==> config.mk <==
export PLATFORM = sky130hd
export DESIGN_NAME = longest_nondecreasing_subsequence
export DESIGN_NICKNAME = d
export VERILOG_FILES = /design/src/design/lnds_pkg.sv /design/src/design/lnds_datapath.sv /design/src/design/lnds_controller.sv /design/src/design/longest_nondecreasing_subsequence.sv
export SDC_FILE = /design/constraint.sdc
export NUM_CORES = 2
export LEC_CHECK = 0
export BUFFER_PORTS_ARGS = -buffer_cell sky130_fd_sc_hd__buf_2
export CORE_MARGIN = 3
export CORE_UTILIZATION = 24
export CTS_CLUSTER_SIZE = 28
export DETAILED_ROUTE_END_ITERATION = 8
export PLACE_DENSITY = 0.51
export SLEW_MARGIN = 20
export SYNTH_ARGS = -nofsm -noshare
export SYNTH_HDL_FRONTEND = slang
export SYNTH_SLANG_ARGS = --single-unit
==> constraint.sdc <==
create_clock -name clk_i -period 3.35 [get_ports clk_i]
set_input_delay 0.1675 -clock clk_i [delete_from_list [all_inputs] [get_ports clk_i]]
set_output_delay 0.1675 -clock clk_i [all_outputs]
set_load 0.02 [all_outputs]
==> src/design/lnds_pkg.sv <==
// Shared constants and controller/datapath interface types for the subsequence finder.
`default_nettype none

package lnds_pkg;

  localparam int unsigned SAMPLE_W        = 32;
  localparam int unsigned POS_W           = 7;
  localparam int unsigned MAX_ITEMS_DEF   = 64;
  localparam int unsigned VALUE_BITS_DEF  = 32;

  typedef struct packed {
    logic             load_we;
    logic [POS_W-1:0] rd_addr;
    logic             key_ld;
    logic             row_init;
    logic             cmp_en;
    logic [POS_W-1:0] cmp_pos;
    logic             row_wr;
    logic [POS_W-1:0] row_idx;
    logic             pass_init;
    logic             emit_ld;
    logic [POS_W-1:0] emit_pos;
    logic             emit_last;
    logic             clear;
  } lnds_cmd_t;

  typedef struct packed {
    logic [POS_W-1:0] count;
    logic [POS_W-1:0] best;
    logic [POS_W-1:0] start;
    logic [POS_W-1:0] succ;
    logic             out_free;
  } lnds_status_t;

endpackage

`default_nettype wire

==> src/design/lnds_datapath.sv <==
// Datapath: sequence stores, row compare unit, best tracker and result register.
`default_nettype none

module lnds_datapath #(
  parameter int unsigned MAX_ITEMS  = lnds_pkg::MAX_ITEMS_DEF,
  parameter int unsigned VALUE_BITS = lnds_pkg::VALUE_BITS_DEF
) (
  input  logic                                clk_i,
  input  logic                                rst_ni,
  input  logic signed [lnds_pkg::SAMPLE_W-1:0] sample_value_i,
  input  lnds_pkg::lnds_cmd_t                 cmd_i,
  output lnds_pkg::lnds_status_t              status_o,
  output logic                                out_valid_o,
  input  logic                                out_ready_i,
  output logic signed [lnds_pkg::SAMPLE_W-1:0] element_value_o,
  output logic [lnds_pkg::POS_W-1:0]          element_position_o,
  output logic [lnds_pkg::POS_W-1:0]          best_length_o,
  output logic                                run_end_o,
  output logic                                overflow_seen_o
);
  import lnds_pkg::*;

  localparam int unsigned AW = $clog2(MAX_ITEMS);
  localparam int unsigned CW = $clog2(MAX_ITEMS + 1);
  localparam int unsigned VB = VALUE_BITS;

  logic signed [VB-1:0] val_mem [MAX_ITEMS];
  logic [CW-1:0]        rl_mem  [MAX_ITEMS];
  logic [CW-1:0]        sc_mem  [MAX_ITEMS];

  logic signed [VB-1:0] val_rd_q;
  logic [CW-1:0]        rl_rd_q;
  logic [CW-1:0]        sc_rd_q;

  logic signed [VB-1:0] key_q, key_d;
  logic [CW-1:0]        len_q, len_d;
  logic [CW-1:0]        succ_q, succ_d;
  logic [CW-1:0]        best_q, best_d;
  logic [AW-1:0]        start_q, start_d;
  logic [CW-1:0]        count_q, count_d;
  logic                 ovf_q, ovf_d;
  logic                 out_valid_q, out_valid_d;

  logic signed [SAMPLE_W-1:0] ev_q;
  logic [POS_W-1:0]           epos_q;
  logic [POS_W-1:0]           blen_q;
  logic                       rend_q;
  logic                       eovf_q;

  logic signed [VB-1:0] in_val;
  logic                 store_full;
  logic                 val_we;
  logic [AW-1:0]        rd_addr;
  logic [AW-1:0]        row_addr;
  logic                 take;

  assign in_val     = VB'(sample_value_i);
  assign store_full = (count_q == CW'(MAX_ITEMS));
  assign val_we     = cmd_i.load_we && !store_full;
  assign rd_addr    = cmd_i.rd_addr[AW-1:0];
  assign row_addr   = cmd_i.row_idx[AW-1:0];
  assign take       = (len_q <= rl_rd_q) && (val_rd_q >= key_q);

  always_ff @(posedge clk_i) begin
    if (val_we) begin
      val_mem[count_q[AW-1:0]] <= in_val;
    end
    val_rd_q <= val_mem[rd_addr];
  end

  always_ff @(posedge clk_i) begin
    if (cmd_i.row_wr) begin
      rl_mem[row_addr] <= len_q;
      sc_mem[row_addr] <= succ_q;
    end
    rl_rd_q <= rl_mem[rd_addr];
    sc_rd_q <= sc_mem[rd_addr];
  end

  always_comb begin
    key_d   = key_q;
    len_d   = len_q;
    succ_d  = succ_q;
    best_d  = best_q;
    start_d = start_q;
    count_d = count_q;
    ovf_d   = ovf_q;
    if (cmd_i.load_we) begin
      if (store_full) begin
        ovf_d = 1'b1;
      end else begin
        count_d = count_q + CW'(1);
      end
    end
    if (cmd_i.key_ld) begin
      key_d = val_rd_q;
    end
    if (cmd_i.row_init) begin
      len_d  = CW'(1);
      succ_d = '0;
    end
    if (cmd_i.cmp_en && take) begin
      len_d  = rl_rd_q + CW'(1);
      succ_d = cmd_i.cmp_pos[CW-1:0];
    end
    if (cmd_i.pass_init) begin
      best_d  = '0;
      start_d = '0;
    end
    if (cmd_i.row_wr && (len_q >= best_q)) begin
      best_d  = len_q;
      start_d = row_addr;
    end
    if (cmd_i.clear) begin
      count_d = '0;
      ovf_d   = 1'b0;
    end
  end

  always_comb begin
    out_valid_d = out_valid_q;
    if (out_valid_q && out_ready_i) begin
      out_valid_d = 1'b0;
    end
    if (cmd_i.emit_ld) begin
      out_valid_d = 1'b1;
    end
  end

  always_ff @(posedge clk_i or negedge rst_ni) begin
    if (!rst_ni) begin
      count_q     <= '0;
      ovf_q       <= 1'b0;
      out_valid_q <= 1'b0;
    end else begin
      count_q     <= count_d;
      ovf_q       <= ovf_d;
      out_valid_q <= out_valid_d;
    end
  end

  always_ff @(posedge clk_i) begin
    key_q   <= key_d;
    len_q   <= len_d;
    succ_q  <= succ_d;
    best_q  <= best_d;
    start_q <= start_d;
    if (cmd_i.emit_ld) begin
      ev_q   <= SAMPLE_W'($unsigned(val_rd_q));
      epos_q <= cmd_i.emit_pos;
      blen_q <= POS_W'(best_q);
      rend_q <= cmd_i.emit_last;
      eovf_q <= ovf_q;
    end
  end

  assign status_o.count    = POS_W'(count_q);
  assign status_o.best     = POS_W'(best_q);
  assign status_o.start    = POS_W'(start_q);
  assign status_o.succ     = POS_W'(sc_rd_q);
  assign status_o.out_free = !out_valid_q || out_ready_i;

  assign out_valid_o        = out_valid_q;
  assign element_value_o    = ev_q;
  assign element_position_o = epos_q;
  assign best_length_o      = blen_q;
  assign run_end_o          = rend_q;
  assign overflow_seen_o    = eovf_q;

`ifndef SYNTHESIS
  a_count_bound: assert property (@(posedge clk_i) disable iff (!rst_ni)
    count_q <= CW'(MAX_ITEMS))
    else $error("stored count exceeds depth");

  a_row_len: assert property (@(posedge clk_i) disable iff (!rst_ni)
    cmd_i.row_wr |-> (len_q != '0) &&
      (({1'b0, len_q} + (CW+1)'(row_addr)) <= {1'b0, count_q}))
    else $error("row length out of range");
`endif

endmodule

`default_nettype wire

==> src/design/lnds_controller.sv <==
// Controller: load, backward pass sequencing and subsequence emission.
`default_nettype none

module lnds_controller #(
  parameter int unsigned MAX_ITEMS = lnds_pkg::MAX_ITEMS_DEF
) (
  input  logic                   clk_i,
  input  logic                   rst_ni,
  input  logic                   in_valid_i,
  output logic                   in_ready_o,
  input  logic                   final_item_i,
  input  lnds_pkg::lnds_status_t status_i,
  output lnds_pkg::lnds_cmd_t    cmd_o
);
  import lnds_pkg::*;

  localparam int unsigned AW = $clog2(MAX_ITEMS);
  localparam int unsigned CW = $clog2(MAX_ITEMS + 1);

  localparam logic [3:0] S_LOAD     = 4'd0;
  localparam logic [3:0] S_INIT     = 4'd1;
  localparam logic [3:0] S_ROW_RD   = 4'd2;
  localparam logic [3:0] S_ROW_KEY  = 4'd3;
  localparam logic [3:0] S_SCAN     = 4'd4;
  localparam logic [3:0] S_ROW_WR   = 4'd5;
  localparam logic [3:0] S_EMIT_SEL = 4'd6;
  localparam logic [3:0] S_EMIT_RD  = 4'd7;
  localparam logic [3:0] S_EMIT_LD  = 4'd8;

  logic [3:0]    state_q, state_d;
  logic [AW-1:0] i_q, i_d;
  logic [CW-1:0] j_q, j_d;
  logic          iss_q, iss_d;
  logic [AW-1:0] iss_pos_q, iss_pos_d;
  logic [AW-1:0] cur_q, cur_d;
  logic [CW-1:0] k_q, k_d;

  logic [CW-1:0] n;
  logic          last;

  assign n    = status_i.count[CW-1:0];
  assign last = ((POS_W'(k_q) + POS_W'(1)) == status_i.best) || (status_i.succ == '0);

  always_comb begin
    state_d   = state_q;
    i_d       = i_q;
    j_d       = j_q;
    iss_d     = iss_q;
    iss_pos_d = iss_pos_q;
    cur_d     = cur_q;
    k_d       = k_q;
    cmd_o     = '0;
    in_ready_o = 1'b0;
    unique case (state_q)
      S_LOAD: begin
        in_ready_o = 1'b1;
        if (in_valid_i) begin
          cmd_o.load_we = 1'b1;
          if (final_item_i) begin
            state_d = S_INIT;
          end
        end
      end
      S_INIT: begin
        cmd_o.pass_init = 1'b1;
        i_d     = AW'(status_i.count - POS_W'(1));
        state_d = S_ROW_RD;
      end
      S_ROW_RD: begin
        cmd_o.rd_addr = POS_W'(i_q);
        state_d       = S_ROW_KEY;
      end
      S_ROW_KEY: begin
        cmd_o.key_ld   = 1'b1;
        cmd_o.row_init = 1'b1;
        j_d     = CW'(i_q) + CW'(1);
        iss_d   = 1'b0;
        state_d = S_SCAN;
      end
      S_SCAN: begin
        cmd_o.cmp_en  = iss_q;
        cmd_o.cmp_pos = POS_W'(iss_pos_q) + POS_W'(1);
        if (j_q < n) begin
          cmd_o.rd_addr = POS_W'(j_q);
          iss_d     = 1'b1;
          iss_pos_d = j_q[AW-1:0];
          j_d       = j_q + CW'(1);
        end else begin
          iss_d = 1'b0;
          if (!iss_q) begin
            state_d = S_ROW_WR;
          end
        end
      end
      S_ROW_WR: begin
        cmd_o.row_wr  = 1'b1;
        cmd_o.row_idx = POS_W'(i_q);
        if (i_q == '0) begin
          state_d = S_EMIT_SEL;
        end else begin
          i_d     = i_q - AW'(1);
          state_d = S_ROW_RD;
        end
      end
      S_EMIT_SEL: begin
        cur_d   = status_i.start[AW-1:0];
        k_d     = '0;
        state_d = S_EMIT_RD;
      end
      S_EMIT_RD: begin
        cmd_o.rd_addr = POS_W'(cur_q);
        state_d       = S_EMIT_LD;
      end
      S_EMIT_LD: begin
        cmd_o.rd_addr = POS_W'(cur_q);
        if (status_i.out_free) begin
          cmd_o.emit_ld   = 1'b1;
          cmd_o.emit_pos  = POS_W'(cur_q) + POS_W'(1);
          cmd_o.emit_last = last;
          if (last) begin
            cmd_o.clear = 1'b1;
            state_d     = S_LOAD;
          end else begin
            cur_d   = AW'(status_i.succ - POS_W'(1));
            k_d     = k_q + CW'(1);
            state_d = S_EMIT_RD;
          end
        end
      end
      default: begin
        state_d = S_LOAD;
      end
    endcase
  end

  always_ff @(posedge clk_i or negedge rst_ni) begin
    if (!rst_ni) begin
      state_q <= S_LOAD;
      iss_q   <= 1'b0;
    end else begin
      state_q <= state_d;
      iss_q   <= iss_d;
    end
  end

  always_ff @(posedge clk_i) begin
    i_q       <= i_d;
    j_q       <= j_d;
    iss_pos_q <= iss_pos_d;
    cur_q     <= cur_d;
    k_q       <= k_d;
  end

`ifndef SYNTHESIS
  a_emit_free: assert property (@(posedge clk_i) disable iff (!rst_ni)
    cmd_o.emit_ld |-> status_i.out_free)
    else $error("result loaded while output register busy");

  a_scan_after_row: assert property (@(posedge clk_i) disable iff (!rst_ni)
    (state_q == S_SCAN) && iss_q |-> (iss_pos_q > i_q))
    else $error("compare position not after current row");

  a_pass_nonempty: assert property (@(posedge clk_i) disable iff (!rst_ni)
    (state_q == S_INIT) |-> (status_i.count != '0))
    else $error("backward pass started on empty sequence");
`endif

endmodule

`default_nettype wire

==> src/design/longest_nondecreasing_subsequence.sv <==
// Loading accepts one item per cycle. After the final item a setup state runs, then rows
// n-1 down to 0 are each read, given their key, compared with every later item and written back.
// Emission: select state, then read and load states per element; loads wait on output stall.
// Throughput: one sequence at a time; the next load starts once the last result is registered.
// Reset clears the controller state, the fill count and the overflow flag; the stores are
// not cleared and are always written before their contents are used.
`default_nettype none

module longest_nondecreasing_subsequence #(
  parameter int unsigned MAX_ITEMS  = lnds_pkg::MAX_ITEMS_DEF,
  parameter int unsigned VALUE_BITS = lnds_pkg::VALUE_BITS_DEF
) (
  input  logic                                clk_i,
  input  logic                                rst_ni,
  input  logic                                in_valid_i,
  output logic                                in_ready_o,
  input  logic signed [lnds_pkg::SAMPLE_W-1:0] sample_value_i,
  input  logic                                final_item_i,
  output logic                                out_valid_o,
  input  logic                                out_ready_i,
  output logic signed [lnds_pkg::SAMPLE_W-1:0] element_value_o,
  output logic [lnds_pkg::POS_W-1:0]          element_position_o,
  output logic [lnds_pkg::POS_W-1:0]          best_length_o,
  output logic                                run_end_o,
  output logic                                overflow_seen_o
);
  import lnds_pkg::*;

  lnds_cmd_t    cmd;
  lnds_status_t status;

  lnds_controller #(
    .MAX_ITEMS(MAX_ITEMS)
  ) u_ctrl (
    .clk_i       (clk_i),
    .rst_ni      (rst_ni),
    .in_valid_i  (in_valid_i),
    .in_ready_o  (in_ready_o),
    .final_item_i(final_item_i),
    .status_i    (status),
    .cmd_o       (cmd)
  );

  lnds_datapath #(
    .MAX_ITEMS (MAX_ITEMS),
    .VALUE_BITS(VALUE_BITS)
  ) u_dp (
    .clk_i             (clk_i),
    .rst_ni            (rst_ni),
    .sample_value_i    (sample_value_i),
    .cmd_i             (cmd),
    .status_o          (status),
    .out_valid_o       (out_valid_o),
    .out_ready_i       (out_ready_i),
    .element_value_o   (element_value_o),
    .element_position_o(element_position_o),
    .best_length_o     (best_length_o),
    .run_end_o         (run_end_o),
    .overflow_seen_o   (overflow_seen_o)
  );

endmodule

`default_nettype wire
==> out/results.txt <==
type of element capturing the critical path - register
TritonCTS clock tree - done
routed wire length on met2 - 182,000 µm
Critical R2R Capture - u_dp.val_rd_q[22]
endpoints failing setup - 46
run status - complete, but fails checks
number of clock sinks seen by CTS - 3,143
total wire length - 405,000 µm
x dimension of the die - 719 µm
initial antenna violation count - 14
fraction of registers with async set or reset after synthesis - 0.445%
CP most frequent cell - buf_4
cell taking the most area after synthesis - edfxtp_1
initial core utilization - 24.1%
Int Power - 81.4 mW
y dimension of the die - 719 µm
reg-to-reg setup timing slack - -0.26 ns
net switching fraction of the power - 32.9%
ratio of routed vias to standard cells - 4.71
fmax - 277 MHz
layout cells sized above 1 - 21.9%
worst hold path startpoint - in_valid_i
worst path setup slack after routing - -0.261 ns
WP data required - 4.19 ns
number of buffers on the longest clock path - 4
worst min path class - primary input to register
Power Density - 777 nW/µm²
category of the worst setup path launch point - register
min Tclk post-route - 3.61 ns
Overall Global Routing Usage - 14.7%
Leakage - 54.1 nW
worst reg2reg path startpoint - u_ctrl.state_q[1]
Row Count - 261
Netlist cell types - 59
clk slew on worst S/H paths - 0.06 ns
Switching Power - 40.0 mW
stage delay of the slowest cell on the critical path - 0.53 ns
fill count - 49,900
largest clock skew in the final design - 0.0885 ns
length of the first detailed-routing pass in iterations - 6
Skew-Pair Late Insertion Delay - 0.91 ns
number of ports placed on the die boundary - 87
most frequent cell after synthesis - edfxtp_1
Layout area overhead - 27.9%
number of DRC violations after detailed routing - 0
worst-case reg-to-reg path depth - 16
critical-path cell list - buf_4 -> inv_1 -> nor4_2 -> buf_4 -> a22o_1 -> a21o_4 -> buf_4 -> nor2_4 -> buf_12 -> buf_16 -> buf_4 -> clkbuf_16 -> a32oi_2 -> a31oi_2 -> nor4_4 -> mux2_4
clock power share - 28.2%
root buffer selected by CTS - clkbuf_16
area of the die - 518,000 µm²
Max FO, Critical Path - 12
Yosys warnings - 0
post-route fraction of the period consumed by the critical path - 108%
area of the placeable core - 506,000 µm²
RSZ-0062 raised after global routing - yes
Final Max Tran Viols - 0
number of buffers created by CTS - 315
maximum number of pins on one net before global-route repair - 66
power share of the sequential group - 37.7%
top flip-flop cell by instance count after synthesis - edfxtp_1
peak ir drop on the vdd network - 0.433 mV
H-Tree Level Count - 5
post-layout utilization of the core - 30.9%
post-route ant nets - 0
number of input and output port buffers inserted - 86
number of flops mapped to enable cells by yosys - 3,083
sequential cell area fraction in the yosys report - 76.8%
worst rel slew slack - 28.0%
Synthesized Nets - 8,572
area fraction of the dominant cell type after synthesis - 75.8%
global-route wire length before repair - 560,000 µm
netlist area before placement - 122,000 µm²
1st-iter DRT viols - 9,049
HPWL after DPL - 237,000 µm
met3 wirelength from detailed routing - 30,700 µm
count of cells along the worst hold path - 4
number of global-route vias before repair - 74,300
Final Hold Fails - 0
slowest CP cell - nor4_4
Max-cap violations - 0
share of total power in combinational logic - 34.0%
critical path type - register to register
slew at the pin with the worst max-slew slack - 1.08 ns
synthesized instance count - 8,473
total gr overflow - 0
routed length per instance - 24.4 µm
WHS Endpoint - u_dp.ovf_q
routed length on met1 - 182,000 µm
average size of a mapped cell - 14.4 µm²
non-filler cells in the finished layout - 16,600
failing checks - setup timing
number of flip-flops and latches in the synthesized netlist - 3,143
placed cell count - 15,800
final net count - 9,727
top cell types by occurrence after synthesis - edfxtp_1, nand2_1, nand3_1, mux2i_1, a31oi_1
WP data arrival - 4.45 ns
Top Metal Used - met5
total via count after detailed routing - 78,200
ranking of synthesized cells by area - edfxtp_1, nand2_1, nand3_1
routability congestion estimate from global placement - 0.816
[power groups by stage]
stage	registers [mW]	clock network [mW]	logic [mW]
after global placement	46.6	0	34.0
after detailed placement	46.6	0	34.1
after CTS	45.8	34.9	38.1
after floorplan	46.4	0	15.5
final	45.8	34.3	41.3
after global routing	45.8	36.4	43.5
[per-stage QoR]
| step | instance area [µm²] | TNS, ns | total power, mW | setup WS (ns) | hold slack [ns] |
|---|---|---|---|---|---|
| 6_report | 156000 | -4.19 | 121 | -0.261 | 0.220 |
| 5_1_grt | 156000 | -9.32 | 126 | -0.271 | 0.222 |
| 4_1_cts | 153000 | -2.09 | 119 | -0.118 | 0.00892 |
| 3_5_place_dp | 140000 | -11.80 | 80.7 | -0.744 | 0.169 |
| 3_3_place_gp | 140000 | -11.70 | 80.6 | -0.999 | 0.170 |
| 2_1_floorplan | 122000 | -137.96 | 61.9 | -0.135 | -0.128 |
[registers in the layout (all words and copies together) (netlist names), 32 cells and up]
name / flops
u_dp.sc_mem: 448
u_dp.val_rd_q: 32
u_dp.element_value_o: 32
u_dp.key_q: 32
u_dp.rl_mem: 448
u_dp.val_mem: 2048
[layout make-up]
class / instances / area (µm²) / share of cell area (%)
well taps: 6706 / 8390 / 5.37
clock inverters: 151 / 1220 / 0.779
flip-flops and latches: 3143 / 93900 / 60.1
inverters: 63 / 238 / 0.152
clock buffers: 403 / 8450 / 5.41
diodes: 4 / 10.0 / 0.00641
multi-input cells: 4756 / 28900 / 18.5
repair buffers: 1349 / 15200 / 9.75
[placed cells by master, fill, tap and decap left out, drive strengths merged, types with 34 or more instances in the layout]
master       netlist  routed
buf              304    1269
a32oi            356     356
edfxtp          3083    3083
mux2              44      44
ha                62      62
nand2           2264    2264
dlygate4sd3        0      37
clkinv             0     125
a21oi             34      34
nand3            765     765
nor4              91      91
a31oi            363     363
inv               63      75
dfxtp             46      46
nor2             192     192
clkbuf           207     428
mux2i            377     377
[repair_timing]
action | CTS | global route
setup endpoints to repair | 56 | 330
cloned | 29 | 25
hold buffers | 30 | 8
endpoints found under the hold margin | 813 | 512
resized for setup | 297 | 271
pin swaps | 119 | 109
buffers inserted | 83 | 64
[layer usage]
layer / vias to the layer above / track usage (%)
met4: 12 / 3.44
met5: - / 0
li1: 34300 / -
met2: 3002 / 23.1
met1: 40400 / 21.3
met3: 505 / 2.28
[worst max path at each step]
stage	startpoint	end	slack (ns)
2_1_floorplan	u_ctrl.state_q[0]	u_dp.val_mem[11][0]	-0.13
3_3_place_gp	u_ctrl.j_q[6]	u_dp.val_rd_q[3]	-1.0
3_5_place_dp	u_ctrl.state_q[1]	u_dp.sc_rd_q[2]	-0.74
4_1_cts	u_ctrl.j_q[2]	u_dp.sc_rd_q[6]	-0.12
5_1_grt	u_ctrl.state_q[1]	u_dp.val_rd_q[22]	-0.27
6_report	u_ctrl.state_q[1]	u_dp.val_rd_q[22]	-0.26
[worst max-delay path, delay by kind of cell (launching register included)]
| kind | cells | cell delay [ns] |
|---|---|---|
| flops | 1 | 0.41 |
| mux | 1 | 0.24 |
| simple gates | 3 | 0.90 |
| compound gates | 4 | 0.74 |
| buf+inv | 8 | 1.18 |
[logic make-up (layout without fill, tap and decap cells)]
family | count (synthesis) | after routing | share of synthesized area [%]
buffers and inverters | 574 | 1966 | 2.10
other | 0 | 4 | 0
adder cells (fa/ha/maj) | 62 | 62 | 0.635
XOR/XNOR | 44 | 44 | 0.315
AO/OA/AOI/OAI | 828 | 828 | 5.01
flip-flops | 3143 | 3143 | 76.8
multiplexers | 423 | 423 | 3.53
AND/OR/NAND/NOR | 3399 | 3399 | 11.6
No activity file was read; power rests on OpenSTA's default activity.
